==> config.mk <==
export PLATFORM = sky130hd
export DESIGN_NAME = brfs_ctrl
export DESIGN_NICKNAME = d
export VERILOG_FILES = /design/src/rtl/core/brfs_pkg.sv /design/src/rtl/core/brfs_ctrl.sv
export SDC_FILE = /design/constraint.sdc
export NUM_CORES = 1
export LEC_CHECK = 0
export ABC_AREA = 1
export BUFFER_PORTS_ARGS = -buffer_cell sky130_fd_sc_hd__clkbuf_2
export CORE_AREA = 2 2 39 41
export CTS_CLUSTER_DIAMETER = 40
export CTS_CLUSTER_SIZE = 14
export DETAILED_ROUTE_END_ITERATION = 10
export DIE_AREA = 0 0 41 43
export GPL_TIMING_DRIVEN = 0
export PLACE_DENSITY = 0.44
export SLEW_MARGIN = 20
export SYNTH_ARGS = -nofsm -noshare
export SYNTH_HDL_FRONTEND = slang
export SYNTH_SLANG_ARGS = --single-unit
==> constraint.sdc <==
create_clock -name clock -period 2 [get_ports clock]
set_input_delay 0 -clock clock [delete_from_list [all_inputs] [get_ports clock]]
set_output_delay 0 -clock clock [all_outputs]
set_load 0.02 [all_outputs]
==> src/rtl/core/brfs_pkg.sv <==
// ----------------------------------------------------------------------------
// brfs_pkg - shared types and constants of the byte ring fifo with search
// operation codes, controller states, command/status bundles, field widths
// ----------------------------------------------------------------------------
package brfs_pkg;

   // field widths
   localparam int FUNC_W = 3;
   localparam int BYTE_W = 8;
   localparam int CNT_W  = 10;

   // defaults and fixed constants
   localparam int DEPTH_DEF   = 1024;
   localparam int MAX_READ    = 64;
   localparam int PAIR_LEN    = 2;
   localparam int WRITE_SLACK = 2;

   typedef enum logic [FUNC_W-1:0] {
      OP_WRITE = 3'd0,
      OP_READ  = 3'd1,
      OP_POP   = 3'd2,
      OP_SKIP  = 3'd3,
      OP_PEEK  = 3'd4,
      OP_FIND  = 3'd5,
      OP_PAIR  = 3'd6,
      OP_CLEAR = 3'd7
   } fifo_op_type;

   typedef enum logic [2:0] {
      ST_INIT = 3'd0,
      ST_IDLE = 3'd1,
      ST_EXEC = 3'd2,
      ST_WALK = 3'd3,
      ST_PEEK = 3'd4,
      ST_WIPE = 3'd5
   } state_type;

   typedef struct packed {
      logic take;
      logic exec;
      logic walk;
      logic wipe;
      logic wipe_rsp;
      logic peek_rsp;
   } cmd_type;

   typedef struct packed {
      fifo_op_type op;
      logic        read_go;
      logic        peek_go;
      logic        skip_more;
      logic        walk_end;
      logic        wipe_last;
   } stat_type;

endpackage

==> src/rtl/core/brfs_ctrl.sv <==
// ----------------------------------------------------------------------------
// brfs_ctrl - sequencer of the byte ring fifo
// steps through init sweep, idle, execute, store walk, peek and clear sweep
// ----------------------------------------------------------------------------
module brfs_ctrl (
   input  logic               clock,
   input  logic               reset,
   input  logic               start,
   input  brfs_pkg::stat_type stat,
   output brfs_pkg::cmd_type  cmd,
   output logic               busy
);

   brfs_pkg::state_type state_ff;
   brfs_pkg::state_type state_in;

   always_ff @(posedge clock) begin
      if (reset) begin
         state_ff <= brfs_pkg::ST_INIT;
      end else begin
         state_ff <= state_in;
      end
   end

   always_comb begin
      state_in = state_ff;
      case (state_ff)
         brfs_pkg::ST_INIT: begin
            if (stat.wipe_last) state_in = brfs_pkg::ST_IDLE;
         end
         brfs_pkg::ST_IDLE: begin
            if (start) state_in = brfs_pkg::ST_EXEC;
         end
         brfs_pkg::ST_EXEC: begin
            case (stat.op)
               brfs_pkg::OP_READ:
                  state_in = stat.read_go ? brfs_pkg::ST_WALK : brfs_pkg::ST_IDLE;
               brfs_pkg::OP_PEEK:
                  state_in = stat.peek_go ? brfs_pkg::ST_PEEK : brfs_pkg::ST_IDLE;
               brfs_pkg::OP_FIND, brfs_pkg::OP_PAIR:
                  state_in = brfs_pkg::ST_WALK;
               brfs_pkg::OP_SKIP:
                  state_in = stat.skip_more ? brfs_pkg::ST_EXEC : brfs_pkg::ST_IDLE;
               brfs_pkg::OP_CLEAR:
                  state_in = brfs_pkg::ST_WIPE;
               default:
                  state_in = brfs_pkg::ST_IDLE;
            endcase
         end
         brfs_pkg::ST_WALK: begin
            if (stat.walk_end) state_in = brfs_pkg::ST_IDLE;
         end
         brfs_pkg::ST_PEEK: begin
            state_in = brfs_pkg::ST_IDLE;
         end
         brfs_pkg::ST_WIPE: begin
            if (stat.wipe_last) state_in = brfs_pkg::ST_IDLE;
         end
         default: begin
            state_in = brfs_pkg::ST_INIT;
         end
      endcase
   end

   always_comb begin
      cmd  = '0;
      busy = 1'b1;
      case (state_ff)
         brfs_pkg::ST_INIT: begin
            cmd.wipe = 1'b1;
         end
         brfs_pkg::ST_IDLE: begin
            busy     = 1'b0;
            cmd.take = start;
         end
         brfs_pkg::ST_EXEC: begin
            cmd.exec = 1'b1;
         end
         brfs_pkg::ST_WALK: begin
            cmd.walk = 1'b1;
         end
         brfs_pkg::ST_PEEK: begin
            cmd.peek_rsp = 1'b1;
         end
         brfs_pkg::ST_WIPE: begin
            cmd.wipe     = 1'b1;
            cmd.wipe_rsp = 1'b1;
         end
         default: begin
            cmd = '0;
         end
      endcase
   end

endmodule

==> Word-level counts from Yosys, hierarchy flattened <==
Index checks and enable logic that the tools add are counted.
{ "totals": {"reg_bits": 3, "elab_cells": 34, "in_bits": 11, "output_inout_bits": 7} }
{ "classes": {"n_eq_ne": 14, "n_mux": 15, "n_reduce_logical": 4} }
{ "op_table": {"columns": ["op", "n"], "rows": [
  ["$pmux W3 S5", 2],
  ["$eq A3 B3 Y1 const B", 6],
  ["$mux W3", 4],
  ["$eq A3 B2 Y1 const B", 3],
  ["$mux W1", 7],
  ["$eq A3 B1 Y1 const B", 2],
  ["$mux W2", 2],
  ["$ne A2 B2 Y1 const B", 2],
  ["$reduce_or A2 Y1", 2],
  ["$logic_not A3 Y1", 1],
  ["$reduce_and A3 Y1", 1],
  ["$ne A2 B1 Y1 const B", 1]
]} }

==> Logic depth before layout (Yosys ltp) <==
Gate-level depths: netlist of run 1.
{ "logic_depth": {"depth_word": 4, "depth_mapped": 9, "depth_no_buf": 9} }

==> Worst setup path after synthesis of run 1 <==
No wires, ideal clock.
{ "synth_timing": {"kind": "reg2reg", "startpoint": "register state_ff[0]", "endpoint": "register state_ff[0]", "n_path_buf": 0, "setup_slack_ns": 0.747, "synth_period_minus_slack_ns": 1.253, "required_time_ns": 1.934, "path_stages_with_launch": 6, "setup_time_ns": 0.066, "t_arrival_ns": 1.187, "cell_sequence": "dfxtp_1 nand3_1 nor2_1 nand3b_4 nand2_1 a21oi_2"} }
{ "synth_via": {"elab_chain_len": 4, "word_cells_on_any_way": 12, "classes_between": "eq/ne (8); mux (1); reduce/logical (3)"} }
{ "synth_rtl": {"columns": ["element", "line", "source"], "rows": [
  ["start: declaration", "brfs_ctrl.sv:14", "brfs_pkg::state_type state_ff;"],
  ["start signal: assignment", "brfs_ctrl.sv:19", "state_ff <= brfs_pkg::ST_INIT;"],
  ["start signal: assignment", "brfs_ctrl.sv:21", "state_ff <= state_in;"],
  ["$eq A3 B3 Y1 / $logic_not A3 Y1 (equally long branches)", "brfs_ctrl.sv:27", "case (state_ff)"],
  ["$reduce_or A2 Y1 (no source line)", null, null],
  ["$ne A2 B1 Y1 (no source line)", null, null],
  ["$reduce_and A3 Y1 (no source line)", null, null]
]} }
Several ways; a longest one is shown, not always the timed one.
A chain may end at the register's enable or synchronous reset.

==> Final worst setup path of run 1 <==
{ "layout_timing": {"startpoint": "register state_ff[0]", "endpoint": "register state_ff[1]"} }
Same word-level chain as after synthesis.

==> metrics.md, run 1 <==
| Metric | Value |
|---|---|
| Status | `completed` |
| Share of power burned in registers | `0.224` |
| Die ar. | `0.00176 sq mm` |
| Die W | `41 um` |
| TritonCTS clock tree | `done` |
| LEAKAGE | `0.256 nW` |
| Routed Wire Length | `626 um` |
| Slew Limit Fails | `0` |
| Max FFs per register | `3` |
| Synthesized area per cell | `5.72 sq um` |
| Crit path launch type | `register` |
| Core area | `0.00138 sq mm` |
| Period minus WS final | `1.22 ns` |
| Residual DRC | `0` |
| 1st-pass router iterations | `2` |
| Initial antenna violation count | `0` |
| Internal power | `0.227 mW` |
| Via count | `361` |
| Diode count | `0` |
| Critical hold path startpoint | `stat[1]` |
| Clk sinks | `3` |
| Initial Utilization | `0.211` |
| Worst vdd ir | `0.271 mV` |
| # hold bufs at CTS | `1` |
| Placed insts | `84` |
| Min Hold Slack | `0.100 ns` |
| Final Skew | `0.00144 ns` |
| CTS clk-pin slew, worst paths | `0.04 ns` |
| Area Overhead vs Synth | `48.5%` |
| First-pass GRT wire length | `1030 um` |
| Switching share of power | `0.438` |
| Worst path cell trace | `nand3_1 -> or2_4 -> nand2_1 -> nor2_1 -> nand2_1 -> a21oi_1` |
| GR Util All Layers | `0.0892` |
| FF-to-FF Start | `state_ff[0]` |
| Finished Cell Area | `433 sq um` |
| Worst Hold End | `state_ff[1]` |
| Bufs and invs on worst path | `0` |
| Yosys Warn Count | `0` |
| Mapped Area | `292 sq um` |
| Io pins | `18` |
| Fillcell total | `172` |
| Slew @ Worst Pin | `0.264 ns` |
| MaxCap Viol Count | `0` |
| Buffers on Ports | `17` |
| Hold path depth | `3` |
| Root Driver | `clkbuf_4` |
| Data required, critical path | `2.12 ns` |
| CP delay by family, top | `simple AND/OR/NAND/NOR gates` |
| Critical path arrival | `1.33 ns` |
| Yosys cell types | `15` |
| Mapped Cells | `51` |
| Crit. End Element | `register` |
| Reg-to-reg slack, setup | `0.78 ns` |
| Final setup vio count | `0` |
| Combinational share of power | `0.516` |
| Crit path max-delay cell type | `dfxtp_1` |
| Non-Filler Instances | `89` |
| Setup_tns | `0 ns` |
| Final nets | `85` |
| Layout cells sized above 1 | `0.370` |
| Largest Register | `state_ff` |
| CP most frequent cell | `nand2_1` |
| Biggest registers after layout | `state_ff x3` |
| Worst slew margin | `0.823` |
| R2R depth | `6` |
| Final hold vios | `0` |
| Via density | `4.06` |
| CP peak stage delay | `0.43 ns` |
| Num rows | `14` |
| WL per Instance | `7.03 um` |
| Gp weighted congestion | `0.678` |
| Clock buffers created by TritonCTS | `3` |
| Post-CTS setup buffers | `0` |
| Number of global-route vias before repair | `283` |
| Power density over the cells | `933 mW/mm^2` |
| GRT overflow | `0` |
| Synthesized flop and latch total | `3` |
| Unrepaired setup endpoints after global routing | `false` |
| Longest Clk Path Bufs | `2` |
| CTS resizes | `0` |
| Worst r2r dst | `state_ff[1]` |
| Register area share after synthesis | `0.206` |
| Dpl cell area | `397 sq um` |
| Hold Crit Class | `in2reg` |
| Syn Nets | `62` |
| Die H | `43 um` |
| Clk pwr share | `0.260` |
| H-tree depth | `1` |
| DR iter-0 viols | `1` |
| Final antenna-violating net count | `0` |
| Crit path kind | `reg2reg` |
| Clk_lat worst skew | `0.23 ns` |
| Net Sw Power | `0.177 mW` |
| HPWL after DPL | `558 um` |
| Tcrit/Tclk final | `0.608` |
| Utilization after layout | `0.313` |
| Max Clk Rate | `822 MHz` |
| Crit path max fanout | `7` |
| Largest net degree at the start of global routing | `8` |
cells in the final DEF (no fill, tap or decap), drive strengths merged:
cell type,instances
o21ai,1
inv,8
nor2,6
nand3b,1
a21oi,4
clkinv,1
nand2,18
dfxtp,3
nor3,2
or2,1
dlygate4sd3,1
nand3,6
clkbuf,21
routing by layer:
metal	track usage	routed length [um]	up-vias
met4	0.0600	0	0
li1	-	-	203
met2	0.116	266	18
met3	0.0471	65	0
met1	0.109	294	140
met5	0	0	-
cell type report:
type,instances,area (sq um),share of cell area
Clock buffer,4,26.3,0.0607
Multi-Input combinational cell,39,198,0.457
Tap cell,16,20.0,0.0462
Inverter,9,33.8,0.0780
Sequential cell,3,60.1,0.139
Timing Repair Buffer,18,95.1,0.220
worst register-to-register path: stages (launching register included):
cell	delay [ns]
dfxtp_1	0.43
nand3_1	0.16
or2_4	0.28
nand2_1	0.07
nor2_1	0.05
nand2_1	0.06
a21oi_1	0.06
cells in the mapped netlist:
master    instances  area, sq um
a21oi_1           3         15.0
a21oi_2           1         8.76
clkinv_1          1         3.75
dfxtp_1           3         60.1
inv_1             7         26.3
inv_2             1         3.75
nand2_1          16         60.1
nand2_2           2         12.5
nand3_1           6         30.0
nand3b_4          1         20.0
nor2_1            6         22.5
nor3_1            1         5.00
nor3_2            1         10.0
o21ai_0           1         5.00
or2_4             1         8.76
worst max path at each step:
stage | cells after the start | slack, ns | to | start
after global routing | 7 | 0.68 | state_ff[0] | state_ff[2]
after CTS | 6 | 0.77 | state_ff[1] | state_ff[0]
after detailed placement | 6 | 0.78 | state_ff[1] | state_ff[0]
final | 6 | 0.78 | state_ff[1] | state_ff[0]
after floorplan | 5 | 0.75 | state_ff[0] | state_ff[0]
after global placement | 6 | 0.76 | state_ff[1] | state_ff[0]
power groups by stage:
stage	Clock [mW]	Combinational [mW]	Sequential (mW)
6_report	0.105	0.208	0.0905
3_5_place_dp	0	0.212	0.0913
3_3_place_gp	0	0.212	0.0926
2_1_floorplan	0	0.156	0.0884
4_1_cts	0.111	0.214	0.0906
5_1_grt	0.116	0.238	0.0920
through the flow:
step	power (mW)	setup slack, ns
after floorplan	0.245	0.747
after global placement	0.305	0.758
after detailed placement	0.303	0.777
after CTS	0.415	0.765
after global routing	0.446	0.678
final	0.404	0.783
logic make-up after synthesis:
family	count (synthesis)	share of synthesized area
AND/OR/NAND/NOR	34	0.579
flip-flops	3	0.206
buffers and inverters	9	0.116
AO/OA/AOI/OAI	5	0.0987
(Power assumes the default switching activity.)
==> run 2: changes to the inputs <==
ABC_AREA = 0   (was 1)
PLACE_DENSITY = 0.46   (was 0.44)
clock period = 1.25 ns   (was 2 ns; I/O delays follow)
==> run 2 against run 1 <==
Non-clock buffer count is 5 higher. Clock-buffer cell count unchanged. Clock skew grew 0.0037 ns. Area after synthesis increased by 7.3%. Final area increased by 12%. Largest cell class unchanged. Routed wire length rose by 28%. Worst hold slack got worse by 0.057 ns. Register-to-register slack got worse by 0.72 ns.
==> metrics.md, run 2 <==
| Metric | Value |
|---|---|
| Tot Pwr | `0.401 mW` |
| Gp weighted congestion | `0.712` |
| Diode count | `0` |
| Compound-Gate Fraction of Synth Area | `0.232` |
| Worst slew margin | `0.784` |
| HPWL after DPL | `609 um` |
| Top-count cell post-synth | `nor2_1` |
| Hold Crit Class | `in2reg` |
| Io pins | `18` |
| Period minus WS final | `1.20 ns` |
| Yosys cell types | `27` |
| Main combinational cell family by area after synthesis | `simple AND/OR/NAND/NOR gates` |
| Root Driver | `clkbuf_4` |
| Mapped Cells | `42` |
| Unrepaired setup endpoints after global routing | `true` |
| Reg-to-reg slack, setup | `0.06 ns` |
| Clock buffers created by TritonCTS | `3` |
| Setup_tns | `0 ns` |
| Core area | `0.00138 sq mm` |
| WL per Instance | `9.80 um` |
| Register area share after synthesis | `0.192` |
| Final setup vio count | `0` |
| Routed Wire Length | `804 um` |
| Crit path launch | `state_ff[0]` |
| Worst r2r dst | `state_ff[1]` |
| Initial antenna violation count | `0` |
| Power density over the cells | `827 mW/mm^2` |
| DR iter-0 viols | `5` |
| Synth top area share | `0.192` |
| Status | `completed` |
| Crit path launch type | `register` |
| Critical path arrival | `1.20 ns` |
| Number of global-route vias before repair | `314` |
| Multiplexer area fraction after synthesis | `0.0320` |
| Die H | `43 um` |
| 1st-pass router iterations | `3` |
| Max Clk Rate | `836 MHz` |
| MaxCap Viol Count | `0` |
| Crit path kind | `reg2out` |
| Mapped Area | `313 sq um` |
| Largest Register | `state_ff` |
| FFs w/ async S/R, synth | `0` |
| Crit path max-delay cell type | `dfxtp_1` |
| Largest net degree at the start of global routing | `11` |
| Die ar. | `0.00176 sq mm` |
| Crit. End Element | `output pin` |
| CTS clk-pin slew, worst paths | `0.04 ns` |
| Longest Clk Path Bufs | `2` |
| Crit path max fanout | `9` |
| Worst path cell trace | `buf_6 -> nand2b_2 -> nor2_4 -> and2_4 -> clkbuf_4` |
| Yosys Warn Count | `0` |
| Die W | `41 um` |
| CP delay by family, top | `simple AND/OR/NAND/NOR gates` |
| CP peak stage delay | `0.31 ns` |
| Final Skew | `0.00511 ns` |
| GRT overflow | `0` |
| Final antenna-violating net count | `0` |
| Via density | `4.56` |
| Clk sinks | `3` |
| LEAKAGE | `0.228 nW` |
| Initial Utilization | `0.226` |
| Data required, critical path | `1.25 ns` |
| First-pass GRT wire length | `1270 um` |
| GR Util All Layers | `0.107` |
| Yosys top cell by area | `dfxtp_1` |
| Slew @ Worst Pin | `0.321 ns` |
| Simple-Gate Fraction of Synth Area | `0.392` |
| Post-Synth XOR/XNOR Area | `0.0280` |
| Slew Limit Fails | `0` |
| FF-to-FF Start | `state_ff[2]` |
| Tcrit/Tclk final | `0.957` |
| Critical hold path startpoint | `stat[1]` |
| Clk_lat worst skew | `0.23 ns` |
| Fillcell total | `161` |
| Synthesized area per cell | `7.45 sq um` |
| Non-Filler Instances | `82` |
| Critical Path End | `cmd[5]` |
| Critical path depth | `5` |
| TritonCTS clock tree | `done` |
| Area Overhead vs Synth | `55.2%` |
| R2R depth | `3` |
| Final hold vios | `0` |
| Synth Area in Adders | `0` |
| Worst vdd ir | `0.276 mV` |
| H-tree depth | `1` |
| Post-synth top cells | `nor2_1 (6), dfxtp_1 (3), inv_1 (3), nor3_1 (3)` |
| Most frequent cells in the layout | `clkbuf_2 (16), clkbuf_4 (5), nor2_1 (5), inv_1 (3), nor3_1 (3)` |
| Layout cells sized above 1 | `0.500` |
| EDFF count, synth | `0` |
| Biggest registers after layout | `state_ff x3` |
| Most common cell after layout, fill and taps aside | `clkbuf_2` |
| Max FFs per register | `3` |
| Placed insts | `75` |
| Synthesized flop and latch total | `3` |
| Via count | `374` |
| Num rows | `14` |
| Final nets | `78` |
| Post-synth top flop | `dfxtp_1` |
| Buffers on Ports | `17` |
| Residual DRC | `0` |
| Bufs and invs on worst path | `2` |
| Top post-synthesis cells by area | `dfxtp_1 (19%), buf_6 (7.2%), nor2_1 (7.2%), nor3_1 (4.8%), a2111oi_2 (4.8%)` |
| Syn Nets | `53` |
## run 2: cell types whose count changed after synthesis, moves of 2 or more
cell	previous run	this run
nor3_1	1	3
nand2b_1	0	2
inv_1	7	3
nand2_1	16	2
buf_6	0	2
nand3_1	6	0
## run 2: repair_timing
action | 4_1_cts | 5_1_grt
endpoints found under the setup margin | 1 | 6
gates cloned | 0 | 0
hold buffers | 1 | 0
endpoints found under the hold margin | 2 | 0
setup buffers | 0 | 2
pin swaps | 0 | 2
resized for setup | 3 | 3
## run 2: metal layers
layer	wire length [um]	vias up	part of all wire	track usage
met5	0	-	0	0
met4	0	0	0	0.0800
met3	53	0	0.066	0.0157
met2	363	14	0.45	0.138
met1	387	159	0.48	0.153
li1	-	201	-	-
## run 2: layout make-up
type / count / area, sq um / area share
buffer: 3 / 30.0 / 0.0619
sequential: 3 / 61.3 / 0.126
clock buffer: 4 / 26.3 / 0.0541
inverter: 3 / 11.3 / 0.0232
multi-input combinational: 33 / 224 / 0.461
timing repair buffer: 20 / 113 / 0.232
tap: 16 / 20.0 / 0.0412
## run 2: how the worst min path moves through the flow
stage	end	slack (ns)	cells after the start
after floorplan	state_ff[2]	0.07	1
after global placement	state_ff[2]	0.24	2
after detailed placement	state_ff[2]	0.24	2
after CTS	state_ff[1]	0.05	4
after global routing	state_ff[1]	0.07	4
final	state_ff[1]	0.04	4
## run 2: logic make-up (layout without fill, tap and decap cells)
kind of cell,after synthesis,after routing
mux,1,1
compound gates,10,10
xor+xnor,1,1
buf+inv,6,30
flops,3,3
simple gates,21,21
## run 2: metrics by stage
stage          worst slack, ns  hold WS, ns  utilization  area, sq um
5_1_grt                -0.0157       0.0720        0.351          485
6_report                0.0539       0.0428        0.351          485
4_1_cts                 0.0242       0.0542        0.334          462
3_3_place_gp            0.0719        0.237        0.302          418
3_5_place_dp            0.0644        0.239        0.302          418
2_1_floorplan            0.107       0.0724            -          313
## run 2: worst reg2reg max path, cell delays in order (launching register included)
cell and delay, ns:
dfxtp_1 0.29, clkbuf_4 0.18, or4_1 0.52, o21ai_1 0.13
## run 2: power breakdown
part	internal (mW)	switching (mW)	total, mW	leakage (nW)
registers	0.101	0.00206	0.103	0.0250
clock network	0.120	0.0496	0.169	0.0150
logic	0.0604	0.0686	0.129	0.188
total	0.281	0.120	0.401	0.228
